**config.mk**
```make
export PLATFORM = sky130hd
export DESIGN_NAME = rbd_lane
export DESIGN_NICKNAME = d
export VERILOG_FILES = /design/src/hdl/rbd_pkg.sv /design/src/hdl/rbd_lane.sv
export SDC_FILE = /design/constraint.sdc
export NUM_CORES = 1
export LEC_CHECK = 0
export BUFFER_PORTS_ARGS = -buffer_cell sky130_fd_sc_hd__buf_2
export CAP_MARGIN = 20
export CORE_MARGIN = 2
export CORE_UTILIZATION = 54
export DETAILED_ROUTE_END_ITERATION = 12
export PLACE_DENSITY = 0.9
export SLEW_MARGIN = 20
export SYNTH_ARGS = -nofsm -noshare
export SYNTH_HDL_FRONTEND = slang
export SYNTH_SLANG_ARGS = --single-unit
```
**constraint.sdc**
```tcl
create_clock -name clk -period 4.3 [get_ports clk]
set_input_delay 0.645 -clock clk [delete_from_list [all_inputs] [get_ports clk]]
set_output_delay 0.645 -clock clk [all_outputs]
set_load 0.05 [all_outputs]
```
**src/hdl/rbd_pkg.sv**
```systemverilog
// Shared types and constants for the RGBA 2x2 box downsampler.
`timescale 1ns / 1ps

package rbd_pkg;

    localparam int DEFAULT_MAX_WIDTH  = 2048;
    localparam int DEFAULT_MAX_HEIGHT = 2048;

    localparam int CFG_W   = 12;
    localparam int CHAN_W  = 8;
    localparam int SUM_W   = CHAN_W + 1;
    localparam int TRI_W   = CHAN_W + 2;
    localparam int LANES   = 4;
    localparam int ENTRY_W = LANES * SUM_W;
    localparam int IDX_W   = 1;

    localparam logic [CFG_W-1:0] CFG_RESET = 12'd2048;

    localparam logic [IDX_W-1:0] REG_SOURCE_WIDTH  = 1'b0;
    localparam logic [IDX_W-1:0] REG_SOURCE_HEIGHT = 1'b1;

    typedef logic [CHAN_W-1:0] chan_t;
    typedef logic [SUM_W-1:0]  sum_t;

    typedef struct packed {
        logic row_end;
        logic frame_end;
    } flags_t;

endpackage

```
**src/hdl/rbd_lane.sv**
```systemverilog
// One colour channel lane: held pixel, pair sum and block average.
`timescale 1ns / 1ps

module rbd_lane
    import rbd_pkg::*;
(
    input  logic  clk,
    input  logic  rst_n,
    input  chan_t cur,
    input  logic  hold_en,
    input  logic  load_en,
    input  sum_t  stored,
    output sum_t  pair,
    output chan_t avg
);

    chan_t             held_reg;
    sum_t              pair_reg;
    logic [TRI_W-1:0]  total;

    assign pair  = SUM_W'(held_reg) + SUM_W'(cur);
    assign total = TRI_W'(stored) + TRI_W'(pair_reg);
    assign avg   = total[TRI_W-1:2];

    always_ff @(posedge clk or negedge rst_n)
    begin
        if (!rst_n)
        begin
            held_reg <= '0;
        end
        else if (hold_en)
        begin
            held_reg <= cur;
        end
    end

    always_ff @(posedge clk)
    begin
        if (load_en)
        begin
            pair_reg <= pair;
        end
    end

endmodule

```
== Word-level counts from Yosys, hierarchy flattened ==
Cells that the tools add are included.

* Output and inout bits: 17
* Bits of input ports: 21
* Word-level logic and storage cells: 4
* Register bits after elaboration: 17

* Add/subtract/negate cells: 2

{| class="wikitable"
|+ Operators by type and width
! cell !! number
|-
| $add 9x9->10 || 1
|-
| $add 8x8->9 || 1
|}

== Depth between registers and ports, before layout ==
Gate-level depths: netlist (run 1).

* Word-level depth: 1
* Gate-level depth with buffers: 6
* Mapped depth without buffers: 6

== Least setup slack after synthesis (run 1) ==
OpenSTA, ideal clock, no wires.

* Path type: in2out
* Start point: input cur[0]
* End point: output pair[6]
* Stages on the path: 6
* Arrival time: 2.585 ns
* Data required time: 3.655 ns
* Path slack: 1.070 ns
* Path buffers: 0
* Cell sequence: ha_1 fa_1 a21o_1 a21oi_1 o211ai_1 xor2_1

* Longest elaborated chain between the ends: 1

{| class="wikitable"
|+ Ends and longest elaborated chain
! element !! RTL line !! RTL
|-
| start: declaration || rbd_lane.sv:9 || <nowiki>input chan_t cur,</nowiki>
|-
| $add 8x8->9 || rbd_lane.sv:21 || <nowiki>assign pair = SUM_W'(held_reg) + SUM_W'(cur);</nowiki>
|-
| end: declaration || rbd_lane.sv:13 || <nowiki>output sum_t pair,</nowiki>
|}

No other way between the ends.

== Final worst setup path (run 1) ==
Ends and elaborated chain as after synthesis.

==> results of run 1 <==
-- worst max-delay path, delay by kind of cell --
kind	cells	cell delay (ns)
xor+xnor	1	0.21
buf+inv	2	0.41
compound gates	3	0.64
fa+ha+maj	2	0.62
-- per-stage QoR --
step / power (W) / cell area [µm²] / hold slack [ns] / instances
after floorplan: 0.000571 / 1200 / 0.349 / 109
after global placement: 0.000650 / 1420 / 0.487 / 173
after detailed placement: 0.000667 / 1420 / 0.493 / 173
after CTS: 0.000750 / 1440 / 0.178 / 177
after global routing: 0.000789 / 1440 / 0.171 / 177
final: 0.000749 / 1440 / 0.170 / 177
-- path summary, 6_finish.rpt --
| path | startpoint | to | depth (start not counted) |
|---|---|---|---|
| hold reg to reg | held_reg[7]$_DFFE_PN0P_ | held_reg[7]$_DFFE_PN0P_ | 1 |
| hold / removal | rst_n | held_reg[2]$_DFFE_PN0P_ | 1 |
| min in group clk | held_reg[7]$_DFFE_PN0P_ | held_reg[7]$_DFFE_PN0P_ | 1 |
| max in group asynchronous | rst_n | held_reg[5]$_DFFE_PN0P_ | 1 |
| setup reg to reg | held_reg[0]$_DFFE_PN0P_ | pair_reg[6]$_DFFE_PP_ | 6 |
| setup / recovery | cur[0] | pair[6] | 8 |
-- synthesized netlist by cell type --
cell	number
o211ai_1	4
mux2_2	8
or2_2	1
nand2_1	4
ha_1	16
clkbuf_1	1
a221oi_1	1
nor3_1	4
a21o_1	2
nor2b_1	1
nor2_1	3
o21ai_1	1
a221oi_2	1
inv_1	6
o21ai_0	1
o21bai_1	2
xnor2_1	6
a211oi_1	1
o21a_1	1
edfxtp_1	9
a21oi_2	1
fa_1	1
dfrtp_1	8
nand3b_1	1
or3_1	2
xor2_1	5
nand4_1	1
a41oi_1	1
a21oi_1	7
nand3_1	6
a31oi_1	1
and3_1	2
-- cell families (layout without fill, tap and decap cells) --
| kind of cell | count (synthesis) | count (layout) | share of synthesized area |
|---|---|---|---|
| flip-flops | 17 | 17 | 0.392 |
| AO/OA/AOI/OAI | 24 | 24 | 0.140 |
| adder cells (fa/ha/maj) | 17 | 17 | 0.184 |
| AND/OR/NAND/NOR | 25 | 25 | 0.106 |
| buffers and inverters | 7 | 47 | 0.0219 |
| XOR/XNOR | 11 | 11 | 0.0804 |
| multiplexers | 8 | 8 | 0.0752 |
-- routing by layer --
layer / global-route usage / part of all wire / vias up
met4: 0.0676 / 0.015 / 0
met2: 0.416 / 0.55 / 49
li1: - / - / 488
met1: 0.207 / 0.37 / 465
met3: 0.0146 / 0.069 / 5
met5: 0 / 0 / -
-- power groups by stage --
stage / logic, W / clock network [W] / registers, W
CTS: 0.000454 / 0.0000853 / 0.000211
global route: 0.000482 / 0.0000938 / 0.000213
detailed placement: 0.000453 / 0 / 0.000214
floorplan: 0.000360 / 0 / 0.000211
finish: 0.000453 / 0.0000848 / 0.000210
global placement: 0.000437 / 0 / 0.000212
-- layout make-up --
| class | count | area, µm² | area share |
|---|---|---|---|
| flip-flops and latches | 17 | 470 | 0.326 |
| multi-input cells | 85 | 702 | 0.487 |
| clock buffers | 4 | 26.3 | 0.0182 |
| inverters | 6 | 22.5 | 0.0156 |
| repair buffers | 37 | 185 | 0.128 |
| well taps | 28 | 35.0 | 0.0243 |
==> flow_metrics.env, run 1 <==
export IMPL_worstSetupPathType="in -> out"
export IMPL_routed_wl_mm=2.33
export IMPL_finalWorstPathRequiredPeriod_ns=3.17
export IMPL_clk_pin_slew_ns=0.09
export IMPL_path_cells="buf_2 -> ha_1 -> fa_1 -> a21o_1 -> a21oi_1 -> o211ai_1 -> xor2_1 -> buf_2"
export IMPL_drcViolationCount=0
export IMPL_worst_slew_pin_slew_ns=0.470
export IMPL_timing_final_crit_share=0.738
export IMPL_drive_gt1_frac=0.342
export IMPL_clkSinkCount=17
export IMPL_synth_fp_nets=147
export IMPL_maxSlewViolCount=0
export IMPL_die_area_mm2=0.00261
export IMPL_cts_tree="yes"
export IMPL_drt_first_pass_iters=4
export IMPL_dp_slack_ns=1.13
export IMPL_htreeDepth=1
export IMPL_largest_reg_flops=9
export IMPL_num_rows=17
export IMPL_root_buffer="clkbuf_4"
export IMPL_fmaxAchievable_mhz=315
export IMPL_cts_buffers_inserted=3
export IMPL_relSlewSlack=0.687
export IMPL_mostFrequentLayoutCell="buf_2"
export IMPL_synth_area_top_cells="edfxtp_1 (23%), dfrtp_1 (17%), ha_1 (17%), mux2_2 (7.5%), xnor2_1 (4.4%)"
export IMPL_start_util=0.558
export IMPL_syn_inst=109
export IMPL_cp_required_ns=3.65
export IMPL_clockBufferDepth=2
export IMPL_final_cell_mix="buf_2 (37), ha_1 (16), edfxtp_1 (9), mux2_2 (8), dfrtp_1 (8)"
export IMPL_grt_pass1_vias=998
export IMPL_synth_largest_area_cell="edfxtp_1"
export IMPL_worstSetupEndpointType="primary output"
export IMPL_maxCapViolations=0
export IMPL_hold_path_class="in -> async"
export IMPL_hold_viol=0
export IMPL_antenna_found_initial=0
export IMPL_fp_dieH_um=51.1
export IMPL_cts_hold_buf=0
export IMPL_ys_seq_elements=17
export IMPL_timing_reg2reg_setup_slack_ns=2.21
export IMPL_grt_max_degree=10
export IMPL_num_vias=1007
export IMPL_post_cts_resize_count=0
export IMPL_power_density_mw_per_mm2=519
export IMPL_port_buffers=37
export IMPL_io_pins=38
export IMPL_fillCellCount=180
export IMPL_synth_area_mm2=0.00120
export IMPL_ir_drop_uv=286
export IMPL_seq_power_share=0.281
export IMPL_cp_common_cell="buf_2"
export IMPL_post_cts_setup_buffer_count=0
export IMPL_fin_ws_ns=1.13
export IMPL_viasPerCell=5.69
export IMPL_final_nets=188
export IMPL_grt_usage=0.201
export IMPL_dp_hpwl_mm=1.99
export IMPL_start_kind="primary input"
export IMPL_synth_distinct_cells=32
export IMPL_yosys_warnings=0
export IMPL_comb_power_share=0.606
export IMPL_grt_pass1_wl_mm=4.00
export IMPL_swShare=0.513
export IMPL_drtIter0Drc=17
export IMPL_crit_arrival_ns=2.53
export IMPL_routedWlPerCell_um=13.2
export IMPL_status="finished clean"
export IMPL_antenna_left=0
export IMPL_crit_slowest_cell="fa_1"
export IMPL_dieWidth_um=51.1
export IMPL_p_switching_w=0.000384
export IMPL_cpPeakStageDelay_ns=0.40
export IMPL_finClkSkew_ns=0.00316
export IMPL_core_area_mm2=0.00215
export IMPL_pwr_share_clk=0.113
export IMPL_grt_overflow=0
export IMPL_rsz0062_at_grt="no"
export IMPL_synth_top_area_frac=0.225
export IMPL_p_leak_nw=0.667
export IMPL_diodes=0
export IMPL_clock_latency_ns=0.29
export IMPL_seq_area_frac_synth=0.392
export IMPL_critPathMaxFanout=3
export IMPL_syn_to_final_growth_pct=20.3
export IMPL_intPower_w=0.000364
export IMPL_tns_ns=0
export IMPL_synth_avg_cell_area_um2=11.0
export IMPL_finalSetupViolCount=0
export IMPL_final_core_util=0.671
export IMPL_gp_congestion=0.838
Power figures use the tool's default switching activity.
==> inputs of run 2 (changes only) <==
- CORE_UTILIZATION: 54 -> 45
- PLACE_DENSITY: 0.9 -> 0.81
- clock period: 4.3 -> 2.73 ns (I/O delays scaled with it)
==> run 2 against run 1 <==
Sequential share of layout area fell by 0.96 points. First-iteration DRC count rose by 35%. Worst setup slack got worse by 1.0 ns. Final area rose by 3.0%. Die area rose by 18%. Combinational power rose by 62%. Power rose by 60%. Largest cell class unchanged. Largest power group unchanged.
==> flow_metrics.env, run 2 (synthesis results as in run 1) <==
export IMPL_status="finished clean"
export IMPL_post_cts_setup_buffer_count=0
export IMPL_diodes=0
export IMPL_hold_viol=0
export IMPL_cpPeakStageDelay_ns=0.41
export IMPL_area_sequential_um2=470
export IMPL_path_cells="ha_1 -> fa_1 -> a21o_1 -> a21oi_2 -> buf_4 -> o21a_1 -> a21oi_1 -> buf_4"
export IMPL_maxCapViolations=0
export IMPL_gp_congestion=0.842
export IMPL_worst_slew_pin_slew_ns=0.399
export IMPL_whs_ns=0.361
export IMPL_clock_latency_ns=0.29
export IMPL_final_nets=190
export IMPL_placed_area_mm2=0.00143
export IMPL_reg2reg_to="pair_reg[6]$_DFFE_PP_"
export IMPL_drcViolationCount=0
export IMPL_dp_hpwl_mm=1.99
export IMPL_cts_buffers_inserted=3
export IMPL_rsz0062_at_grt="no"
export IMPL_tns_ns=0
export IMPL_r2r_cells=6
export IMPL_num_rows=18
export IMPL_grt_overflow=0
export IMPL_antenna_found_initial=0
export IMPL_p_leak_nw=0.684
export IMPL_routedWlPerCell_um=13.1
export IMPL_finalWorstPathRequiredPeriod_ns=2.63
export IMPL_clk_pin_slew_ns=0.09
export IMPL_timing_reg2reg_setup_slack_ns=0.75
export IMPL_ir_drop_uv=506
export IMPL_io_pins=38
export IMPL_viasPerCell=5.45
export IMPL_timing_final_crit_share=0.963
export IMPL_stdcell_count=181
export IMPL_port_buffers=37
export IMPL_start_kind="register"
export IMPL_grt_max_degree=11
export IMPL_num_vias=986
export IMPL_r2r_start="held_reg[0]$_DFFE_PN0P_"
export IMPL_grt_pass1_vias=971
export IMPL_drive_gt1_frac=0.364
export IMPL_die_area_mm2=0.00309
export IMPL_fp_dieH_um=55.6
export IMPL_htreeDepth=1
export IMPL_core_area_mm2=0.00250
export IMPL_critPathTopFamily="adder cells"
export IMPL_hold_path_class="in -> reg"
export IMPL_power_density_mw_per_mm2=808
export IMPL_worstSetupEndpointType="primary output"
export IMPL_crit_arrival_ns=2.22
export IMPL_critPathMaxFanout=2
export IMPL_syn_to_final_growth_pct=23.9
export IMPL_largest_reg_flops=9
export IMPL_finalSetupViolCount=0
export IMPL_worstSetupPathType="reg -> out"
export IMPL_fmaxAchievable_mhz=380
export IMPL_mostFrequentLayoutCell="buf_2"
export IMPL_dpl_cell_count=176
export IMPL_final_cell_mix="buf_2 (34), ha_1 (16), edfxtp_1 (9), mux2_2 (8), dfrtp_1 (8)"
export IMPL_start_util=0.479
export IMPL_grt_usage=0.160
export IMPL_worst_hold_startpoint="cur[0]"
export IMPL_fillCellCount=204
export IMPL_relSlewSlack=0.734
export IMPL_finClkSkew_ns=0.00237
export IMPL_grt_pass1_wl_mm=3.98
export IMPL_drtIter0Drc=23
export IMPL_cp_common_cell="buf_4"
export IMPL_cts_tree="yes"
export IMPL_clockBufferDepth=2
export IMPL_critical_path_buf_inv_count=2
export IMPL_maxSlewViolCount=0
export IMPL_multi_input_area_um2=713
export IMPL_drt_first_pass_iters=4
export IMPL_whs_path_depth=2
export IMPL_antenna_left=0
export IMPL_crit_slowest_cell="fa_1"
export IMPL_crit_cells=8
export IMPL_hold_end="held_reg[0]$_DFFE_PN0P_"
export IMPL_root_buffer="clkbuf_4"
export IMPL_clkSinkCount=17
export IMPL_cp_required_ns=2.32
export IMPL_dieWidth_um=55.6
export IMPL_routed_wl_mm=2.38
export IMPL_final_area_mm2=0.00149
[run 2: final cells by class]
type | count | share of cell area
Clock inverter | 1 | 0.00337
Inverter | 6 | 0.0152
Clock buffer | 3 | 0.0152
Timing Repair Buffer | 39 | 0.144
Sequential cell | 17 | 0.317
Tap cell | 30 | 0.0253
Multi-Input combinational cell | 85 | 0.480
[run 2: report_power, final]
part	switching, W	internal, W
Combinational	0.000519	0.000217
Clock	0.0000795	0.0000546
Sequential	0.0000142	0.000316
Total	0.000612	0.000588
[run 2: routing by layer]
| metal | track usage | wire [µm] |
|---|---|---|
| met1 | 0.181 | 926 |
| met2 | 0.289 | 1240 |
| met3 | 0.0279 | 147 |
| met4 | 0.0732 | 57 |
| met5 | 0 | 0 |
[run 2: worst max path at each step]
stage / from / end / slack [ns]
2_1_floorplan: cur[0] / pair[6] / 0.22
3_3_place_gp: cur[0] / pair[6] / 0.20
3_5_place_dp: cur[0] / pair[6] / 0.13
4_1_cts: held_reg[0]$_DFFE_PN0P_ / pair[8] / 0.007
5_1_grt: held_reg[0]$_DFFE_PN0P_ / pair[4] / 0.0002
6_report: held_reg[0]$_DFFE_PN0P_ / pair[8] / 0.10
[run 2: timing repair]
action | in CTS | in global routing
endpoints found under the setup margin | 2 | 3
gates resized for setup | 2 | 4
hold endpoints to repair | 8 | 0
hold buffers | 1 | 0
[run 2: through the flow]
step	worst slack, ns	total power (W)	utilization
floorplan	0.218	0.000903	-
global placement	0.204	0.00103	0.573
detailed placement	0.127	0.00106	0.573
CTS	0.00670	0.00119	0.590
global route	0.000227	0.00127	0.594
finish	0.100	0.00120	0.594
