$ cat src/hdl/rbd_pkg.sv
// Shared types and constants for the RGBA 2x2 box downsampler.
`timescale 1ns / 1ps

package rbd_pkg;

    localparam int DEFAULT_MAX_WIDTH  = 2048;
    localparam int DEFAULT_MAX_HEIGHT = 2048;

    localparam int CFG_W   = 12;
    localparam int CHAN_W  = 8;
    localparam int SUM_W   = CHAN_W + 1;
    localparam int TRI_W   = CHAN_W + 2;
    localparam int LANES   = 4;
    localparam int ENTRY_W = LANES * SUM_W;
    localparam int IDX_W   = 1;

    localparam logic [CFG_W-1:0] CFG_RESET = 12'd2048;

    localparam logic [IDX_W-1:0] REG_SOURCE_WIDTH  = 1'b0;
    localparam logic [IDX_W-1:0] REG_SOURCE_HEIGHT = 1'b1;

    typedef logic [CHAN_W-1:0] chan_t;
    typedef logic [SUM_W-1:0]  sum_t;

    typedef struct packed {
        logic row_end;
        logic frame_end;
    } flags_t;

endpackage

$ cat src/hdl/rbd_out.sv
// Output stage that merges the lane averages into one registered result request.
`timescale 1ns / 1ps

module rbd_out
    import rbd_pkg::*;
(
    input  logic   clk,
    input  logic   rst_n,
    input  logic   load,
    input  chan_t  avg [LANES],
    input  flags_t flags,
    input  logic   stall,
    output logic   free,
    output logic   valid,
    output chan_t  red,
    output chan_t  green,
    output chan_t  blue,
    output chan_t  alpha,
    output logic   row_end,
    output logic   frame_end
);

    logic   valid_reg;
    logic   valid_next;
    chan_t  pix_reg [LANES];
    flags_t flags_reg;

    assign free = !valid_reg || !stall;

    always_comb
    begin
        valid_next = valid_reg;
        if (load)
        begin
            valid_next = 1'b1;
        end
        else if (!stall)
        begin
            valid_next = 1'b0;
        end
    end

    always_ff @(posedge clk or negedge rst_n)
    begin
        if (!rst_n)
        begin
            valid_reg <= 1'b0;
        end
        else
        begin
            valid_reg <= valid_next;
        end
    end

    always_ff @(posedge clk)
    begin
        if (load)
        begin
            pix_reg   <= avg;
            flags_reg <= flags;
        end
    end

    assign valid     = valid_reg;
    assign red       = pix_reg[0];
    assign green     = pix_reg[1];
    assign blue      = pix_reg[2];
    assign alpha     = pix_reg[3];
    assign row_end   = flags_reg.row_end;
    assign frame_end = flags_reg.frame_end;

endmodule

$ cat config.mk
export PLATFORM = sky130hd
export DESIGN_NAME = rbd_out
export DESIGN_NICKNAME = d
export VERILOG_FILES = /design/src/hdl/rbd_pkg.sv /design/src/hdl/rbd_out.sv
export SDC_FILE = /design/constraint.sdc
export NUM_CORES = 1
export LEC_CHECK = 0
export BUFFER_PORTS_ARGS = -buffer_cell sky130_fd_sc_hd__buf_4
export CORE_MARGIN = 2
export CORE_UTILIZATION = 41
export DETAILED_ROUTE_END_ITERATION = 12
export GPL_ROUTABILITY_DRIVEN = 0
export MAX_ROUTING_LAYER = met4
export PLACE_DENSITY = 0.8
export SLEW_MARGIN = 20
export SYNTH_ARGS = -nofsm -noshare
export SYNTH_HDL_FRONTEND = slang
export SYNTH_SLANG_ARGS = --single-unit
$ cat constraint.sdc
create_clock -name clk -period 1.5 [get_ports clk]
set_clock_uncertainty 0.1 [all_clocks]
set_input_delay 0.3 -clock clk [delete_from_list [all_inputs] [get_ports clk]]
set_output_delay 0.3 -clock clk [all_outputs]
set_load 0.005 [all_outputs]
# Word-level counts from Yosys, hierarchy flattened
# Cells that the tools add are included.
word_totals:
  regBits: 35
  elab_cells: 13
  in_bits: 38
  out_inout_bits: 36
op_classes:
  n_reduce_logical: 3
  muxes: 2
  n_eq_ne: 1
op_table:
  columns: ["operator", "n"]
  rows:
  - ["1-bit logical NOT", 2]
  - ["1-bit two-way mux", 2]
  - ["2-bit != test, second input constant", 1]
  - ["1-bit logical OR", 1]

# Depth between registers and ports, before layout
# Gate-level depths: netlist of run 1.
logic_depth:
  depth_word: 2
  mapped_depth: 1
  depth_no_buf: 1

# Worst setup path before layout of run 1
# OpenSTA, ideal clock, no wires.
synth_timing:
  path_type: "register -> output"
  from: "register valid_reg, in the netlist valid"
  to: "output port free"
  t_arrival_ps: 452
  slack_ps: 648
  required_ps: 1100
  path_stages_with_launch: 2
  path_buffers: 0
  cell_sequence: "dfrtp_1 -> nand2_1"
synth_via:
  elab_chain_len: 2
synth_rtl:
  columns: ["element", "line_no", "source"]
  rows:
  - ["start, declared", "rbd_out.sv:23", "logic valid_reg;"]
  - ["start signal, assigned", "rbd_out.sv:51", "valid_reg <= valid_next;"]
  - ["1-bit logical NOT", "rbd_out.sv:28", "assign free = !valid_reg || !stall;"]
  - ["1-bit logical OR", "rbd_out.sv:28", null]
  - ["end, declared", "rbd_out.sv:13", "output logic free,"]
# No other way between the ends.

# Worst setup path after layout of run 1
# Ends and elaborated chain as after synthesis.

==> summary.md, run 1 <==
| Metric | Value |
|---|---|
| Outcome | `finished clean` |
| First-pass GRT wire length | `approximately 2800 um` |
| Max VDD drop | `787 uV` |
| Seq/Total Area, Yosys | `0.989` |
| Post-CTS Setup Repair Bufs | `0` |
| Clock Tree Root | `clkbuf_4` |
| Crit path DAT | `between 900 and 1000 ps` |
| Worst EP required | `approximately 1100 ps` |
| Max Slew Vio Count | `0` |
| Kind of start point of the critical path | `flop` |
| Die Wd | `about 55 um` |
| Fin Setup TNS | `0 ps` |
| CTS sink count | `35` |
| H-tree Lvls | `2` |
| Setup CP Type | `flop to output port` |
| Drt wl/cell | `between 10 and 15 um` |
| Switching share of power | `0.183` |
| Vias in the first global route | `approximately 700` |
| Fin area | `between 1500 and 2000 um2` |
| Total of max-cap violations | `0` |
| CTS Buf Count | `5` |
| Max FO, Critical Path | `3` |
| #FFs+latches synth | `35` |
| DP Area | `1640 um2` |
| Slew headroom | `0.726` |
| Post-CTS Resized | `0` |
| Share of total power in combinational logic | `0.104` |
| Syn_nets | `75` |
| Fin nets | `156` |
| Post-Route Utilization | `0.708` |
| Placed Cells | `140` |
| Setup Viol. Count Final | `0` |
| TritonRoute pass-1 iters | `3` |
| Yosys top cell by area | `edfxtp_1` |
| Final Non-Filler Cells | `roughly 150` |
| Worst Hold Class | `input port to flop` |
| Pre-CTS WS | `369 ps` |
| Hold slack | `roughly 35 ps` |
| Die extent in y | `~55 um` |
| Hold-fix buffers, CTS | `1` |
| GRT Overall Usage | `0.153` |
| ANT cells | `0` |
| Warning count from the yosys run | `0` |
| Starting Density | `0.431` |
| Mapped Area | `about 1100 um2` |
| Worst skew pair latency | `between 300 and 400 ps` |
| Worst-path clk slew | `110 ps` |
| Fin crit period | `~1300 ps` |
| TritonCTS clock tree | `done` |
| Area grow syn2layout | `64.5%` |
| Post-synth top area share | `0.966` |
| Routed vias/inst | `about 4.4` |
| Boundary Pins | `between 70 and 80` |
| Initial antenna violation count | `0` |
| RSZ-0062 raised after global routing | `no` |
| DRC | `0` |
| WL final | `~2000 um` |
| Worst Tran Pin Value | `between 400 and 500 ps` |
| Syn_area_per_cell | `28.6 um2` |
| Clock share of power | `0.329` |
| Iteration-0 DRC Markers | `14` |
| Setup crit end kind | `output port` |
| Routed vias | `between 600 and 700` |
| Seq pwr share | `0.567` |
| Total grt overflow | `0` |
| Internal | `between 1.5 and 2 mW` |
| Leakage | `between 0.7 and 0.8 nW` |
| Hold Violations, Final | `0` |
| P per Cell Area | `1200 nW/um2` |
| Die area | `~3000 um2` |
| FP Rows | `18` |
| Maximum clock rate | `around 760 MHz` |
| Max Buffers Root-to-Sink | `2` |
| Final ANT Viol Nets | `0` |
| Synth area leaders | `edfxtp_1 (97%), dfrtp_1 (2.4%), a21o_1 (0.71%)` |
| Final worst-path setup slack | `~190 ps` |
| Cell variety after synth | `4` |
| Total power | `2.08 mW` |
| Final period util | `0.876` |
| CORE AREA | `about 2500 um2` |
| Largest net degree at the start of global routing | `36` |
| Layout cells sized above 1 | `0.681` |
| Switching power of the nets | `0.381 mW` |
| Port bufs | `between 70 and 80` |
| Mapped Cells | `37` |
==> power by group through the flow <==
| stage | sequential, mW | combinational, mW | clock [mW] |
|---|---|---|---|
| global route | 1.19 | 0.236 | 0.737 |
| detailed placement | 1.20 | 0.218 | 0 |
| finish | 1.18 | 0.216 | 0.685 |
| global placement | 1.20 | 0.214 | 0 |
| CTS | 1.18 | 0.220 | 0.697 |
| floorplan | 1.21 | 0.00251 | 0 |
==> cells by family after synthesis <==
kind of cell     after synthesis  share of synthesized area
AO/OA/AOI/OAI                  1                    0.00710
flip-flops                    35                      0.989
AND/OR/NAND/NOR                1                    0.00355
==> path summary, 6_finish.rpt <==
path / slack, ps / startpoint / cells after the start / endpoint
max: 190 / valid / 2 / free
min: 30 / avg[22] / 1 / green[6]
max reg2reg: 730 / valid / 1 / valid
min reg2reg: 430 / valid / 1 / valid
max in group asynchronous: 1040 / rst_n / 2 / valid
min in group asynchronous: 180 / rst_n / 2 / valid
==> cells in the mapped netlist <==
cell type  number
edfxtp_1       34
dfrtp_1         1
a21o_1          1
nand2_1         1
==> final cells by class <==
type	instances	area, um2
clock buffer	6	51.3
fill	155	716
tap	30	37.5
sequential	35	1050
multi-input combinational	2	11.3
timing repair buffer	74	558
clock inverter	2	35.0
==> layer usage <==
metal | track usage | vias to the layer above | part of all wire
met5 | - | - | 0
li1 | - | 309 | -
met4 | 0.108 | 0 | 0.019
met1 | 0.140 | 294 | 0.32
met2 | 0.250 | 53 | 0.52
met3 | 0.0656 | 5 | 0.14
==> placed cells by master, fill, tap and decap left out <==
| cell type | synthesis | layout |
|---|---|---|
| edfxtp_1 | 34 | 34 |
| clkbuf_4 | 0 | 5 |
| nand2_1 | 1 | 1 |
| bufinv_16 | 0 | 1 |
| clkbuf_8 | 0 | 1 |
| dfrtp_1 | 1 | 1 |
| dlygate4sd3_1 | 0 | 1 |
| clkinv_2 | 0 | 1 |
| buf_4 | 0 | 73 |
| a21o_1 | 1 | 1 |
==> critical path, stage by stage (launching register included) <==
cell and delay (ps):
dfrtp_1 410, nand2_1 70, buf_4 100
No activity file was read; power rests on OpenSTA's default activity.
==> run 2: changes to the inputs <==
--- a/config.mk
+++ b/config.mk
@@ -12,6 +12,7 @@
 export GPL_ROUTABILITY_DRIVEN = 0
 export MAX_ROUTING_LAYER = met4
 export PLACE_DENSITY = 0.8
+export RECOVER_POWER = 100
 export SLEW_MARGIN = 20
 export SYNTH_ARGS = -nofsm -noshare
 export SYNTH_HDL_FRONTEND = slang
==> run 2 against run 1 <==
- routed wire length is 1.3% lower
- sequential cell count stayed put
- power is 1.2% lower
- largest power group unchanged
==> summary.md, run 2 (synthesized netlist as in run 1, its figures left out) <==
| Metric | Value |
|---|---|
| Outcome | `finished clean` |
| Hold slack | `approximately 58 ps` |
| Largest net degree at the start of global routing | `36` |
| Port bufs | `73` |
| Max Slew Vio Count | `0` |
| CTS Buf Count | `5` |
| Fin Setup TNS | `0 ps` |
| P per Cell Area | `1200 nW/um2` |
| Switching share of power | `0.183` |
| Routed vias | `roughly 670` |
| Worst skew pair latency | `about 330 ps` |
| Maximum clock rate | `between 700 and 800 MHz` |
| Seq pwr share | `0.573` |
| DRC | `0` |
| Starting Density | `0.431` |
| Setup crit end kind | `output port` |
| Worst Hold Class | `input port to flop` |
| CORE AREA | `approximately 2500 um2` |
| Die Wd | `about 55 um` |
| Final period util | `0.887` |
| Setup CP Type | `flop to output port` |
| Worst hold path cell count | `1` |
| Max FO, Critical Path | `3` |
| GRT Overall Usage | `0.153` |
| Area grow syn2layout | `62.1%` |
| First-pass GRT wire length | `around 2800 um` |
| Post-CTS Setup Repair Bufs | `0` |
| Clock Tree Root | `clkbuf_4` |
| Pre-CTS WS | `369 ps` |
| Slew headroom | `0.474` |
| Worst R2R Path Depth | `1` |
| Max Buffers Root-to-Sink | `2` |
| Total grt overflow | `0` |
| CTS sink count | `35` |
| Leakage | `0.719 nW` |
| Total power | `2.05 mW` |
| Share of total power in combinational logic | `0.095` |
| Initial antenna violation count | `0` |
| Die extent in y | `around 55 um` |
| Vias in the first global route | `699` |
| Setup Viol. Count Final | `0` |
| Internal | `around 1.7 mW` |
| Hold Violations, Final | `0` |
| Layout cells sized above 1 | `0.630` |
| Most frequent cells in the layout | `clkbuf_4 (70), edfxtp_1 (34), clkbuf_1 (6)` |
| FP Rows | `18` |
| Worst-path clk slew | `roughly 110 ps` |
| Hold-fix buffers, CTS | `1` |
| Fin crit period | `~1300 ps` |
| Kind of start point of the critical path | `flop` |
| Die area | `between 3000 and 4000 um2` |
| Final worst-path setup slack | `approximately 170 ps` |
| TritonRoute pass-1 iters | `4` |
| WL final | `~2000 um` |
| Switching power of the nets | `approximately 0.38 mW` |
| Max VDD drop | `between 700 and 800 uV` |
| Worst Tran Pin Value | `around 790 ps` |
| Most common cell after layout, fill and taps aside | `clkbuf_4` |
| Clock share of power | `0.332` |
| Iteration-0 DRC Markers | `9` |
| Post-CTS Resized | `0` |
| RSZ-0062 raised after global routing | `no` |
| Fin nets | `about 160` |
| H-tree Lvls | `2` |
| Worst EP required | `approximately 1100 ps` |
| ANT cells | `0` |
| Drt wl/cell | `~13 um` |
| Crit path DAT | `between 900 and 1000 ps` |
| Boundary Pins | `between 70 and 80` |
| Total of max-cap violations | `0` |
| Routed vias/inst | `4.48` |
| TritonCTS clock tree | `done` |
| Final ANT Viol Nets | `0` |
run 2: routing by layer:
metal	vias up	track usage	part of all wire
met5	-	-	0
met4	0	0.108	0.020
met3	5	0.0656	0.14
met2	53	0.250	0.52
met1	298	0.140	0.32
li1	311	-	-
run 2: power groups by stage:
stage	Clock, mW	Combinational (mW)	Sequential (mW)
after floorplan	0	0.00251	1.21
after global placement	0	0.214	1.20
after detailed placement	0	0.218	1.20
after CTS	0.697	0.220	1.18
after global routing	0.737	0.215	1.18
final	0.683	0.195	1.18
run 2: final timing paths:
kind	endpoint	slack, ps	start
min in group asynchronous	valid	190	rst_n
max reg2reg	valid	730	valid
min reg2reg	valid	420	valid
max in group asynchronous	valid	1030	rst_n
min	green[2]	60	avg[18]
max	free	170	valid
run 2: layout make-up:
type / instances / area [um2]
Clock inverter: 2 / 35.0
Sequential cell: 35 / 1050
Tap cell: 30 / 37.5
Clock buffer: 6 / 51.3
Timing Repair Buffer: 74 / 533
Fill cell: 160 / 741
Multi-Input combinational cell: 2 / 11.3
run 2: critical path: stages (launching register included):
cell,delay (ps)
dfrtp_1,410
nand2_1,60
clkbuf_4,120
run 2: through the flow:
step | util | std cells | cell area (um2)
final | 0.698 | 149 | 1710
after global placement | 0.669 | 140 | 1640
after floorplan | - | 37 | 1060
after detailed placement | 0.669 | 140 | 1640
after CTS | 0.708 | 149 | 1740
after global routing | 0.698 | 149 | 1710
==> run 3: changes to the inputs <==
--- a/config.mk
+++ b/config.mk
@@ -10,7 +10,6 @@
 export CORE_UTILIZATION = 41
 export DETAILED_ROUTE_END_ITERATION = 12
 export GPL_ROUTABILITY_DRIVEN = 0
-export MAX_ROUTING_LAYER = met4
 export PLACE_DENSITY = 0.8
 export RECOVER_POWER = 100
 export SLEW_MARGIN = 20
==> run 3 against run 2 <==
- clock-buffer cell count is the same
- highest routed layer unchanged
- sequential cell count unchanged
- critical endpoint unchanged
- critical path type unchanged
- sequential share of layout area is 0.54 points higher
- final cell count is the same
- register-to-register slack hardly changed
- core utilization down 0.61 points
==> summary.md, run 3 (synthesized netlist as in run 1, its figures left out) <==
| Metric | Value |
|---|---|
| Max Buffers Root-to-Sink | `2` |
| Fin crit period | `~1300 ps` |
| Reg-to-reg startpoint | `valid` |
| Final ANT Viol Nets | `0` |
| Critical path origin | `valid` |
| Total power | `approximately 2.0 mW` |
| CTS Buf Count | `5` |
| Met3 Track Usage GR | `0.0929` |
| Worst Tran Pin Value | `around 790 ps` |
| P per Cell Area | `between 1000 and 1500 nW/um2` |
| TritonCTS clock tree | `done` |
| Routed vias/inst | `between 4 and 5` |
| Vias in the first global route | `700` |
| Fin nets | `roughly 160` |
| Most common cell after layout, fill and taps aside | `clkbuf_4` |
| Iteration-0 DRC Markers | `6` |
| Die area | `3000 um2` |
| Layout cells sized above 1 | `0.597` |
| GRT Overall Usage | `0.148` |
| GR Util met2 | `0.250` |
| Setup crit end kind | `output port` |
| Total of max-cap violations | `0` |
| Slew headroom | `0.472` |
| First-pass GRT wire length | `~2800 um` |
| Die Wd | `between 50 and 60 um` |
| TritonRoute pass-1 iters | `3` |
| Drt wl/cell | `roughly 13 um` |
| Fin Setup TNS | `0 ps` |
| Starting Density | `0.431` |
| CORE AREA | `2450 um2` |
| Post-CTS Resized | `0` |
| Setup Viol. Count Final | `0` |
| H-tree Lvls | `2` |
| Worst skew pair latency | `330 ps` |
| ANT cells | `0` |
| Clock Tree Root | `clkbuf_4` |
| RSZ-0062 raised after global routing | `no` |
| Maximum clock rate | `753 MHz` |
| Most Used Layer, Global Route | `met2` |
| Kind of start point of the critical path | `flop` |
| Routed vias | `~670` |
| Worst-path clk slew | `around 110 ps` |
| Die extent in y | `approximately 55 um` |
| Max FO, Critical Path | `3` |
| Worst Hold Class | `input port to flop` |
| Hold slack | `58.9 ps` |
| Area grow syn2layout | `60.7%` |
| Port bufs | `73` |
| Hold_sp | `avg[18]` |
| Global routing usage on met1 | `0.122` |
| Leakage | `a little over 0.7 nW` |
| Max Slew Vio Count | `0` |
| Hold Violations, Final | `0` |
| Worst EP required | `between 1000 and 1500 ps` |
| Crit path DAT | `930 ps` |
| FP Rows | `18` |
| DRC | `0` |
| WL final | `1980 um` |
| Setup CP Type | `flop to output port` |
| Max VDD drop | `approximately 760 uV` |
| Most frequent cells in the layout | `clkbuf_4 (66), edfxtp_1 (34), clkbuf_1 (10)` |
| Largest net degree at the start of global routing | `36` |
| Boundary Pins | `74` |
| Initial antenna violation count | `0` |
| CTS sink count | `35` |
| Outcome | `finished clean` |
| Total grt overflow | `0` |
| Final period util | `0.885` |
## run 3: final cells by class
class	count	area (um2)
Sequential cell	35	1050
Fill cell	165	756
Timing Repair Buffer	74	518
Clock buffer	6	51.3
Tap cell	30	37.5
Clock inverter	2	35.0
Multi-Input combinational cell	2	11.3
## run 3: path summary, 6_finish.rpt
kind                                  to  slack, ps  cells past startpoint
worst max register to register     valid        730                      1
worst max-delay path                free        170                      2
min in group asynchronous          valid        190                      2
worst min-delay path            green[2]         60                      1
worst min register to register     valid        420                      1
max in group asynchronous          valid       1020                      2
## run 3: routing by layer
layer	vias up	wire length, um
li1	312	-
met1	296	599
met2	53	1020
met3	5	323
met4	0	36
met5	-	0
## run 3: power by group
group	switching [mW]	total, mW	internal (mW)
Sequential	0.0199	1.18	1.16
Clock	0.289	0.683	0.394
Combinational	0.0672	0.189	0.122
## run 3: worst max-delay path, cell delays in order, from the launching register on
cell and delay [ps]:
dfrtp_1 410, nand2_1 60, clkbuf_4 120
## run 3: through the flow
stage	area (um2)	std cells	util	setup slack, ps
final	1700	149	0.692	172
after global routing	1700	149	0.692	138
after CTS	1740	149	0.708	180
after detailed placement	1640	140	0.669	369
after global placement	1640	140	0.669	392
after floorplan	1060	37	-	648
## run 3: timing repair
item                      4_1_cts  5_1_grt
buffers inserted                0        0
hold buffers                    1        0
hold endpoints to repair        1        0
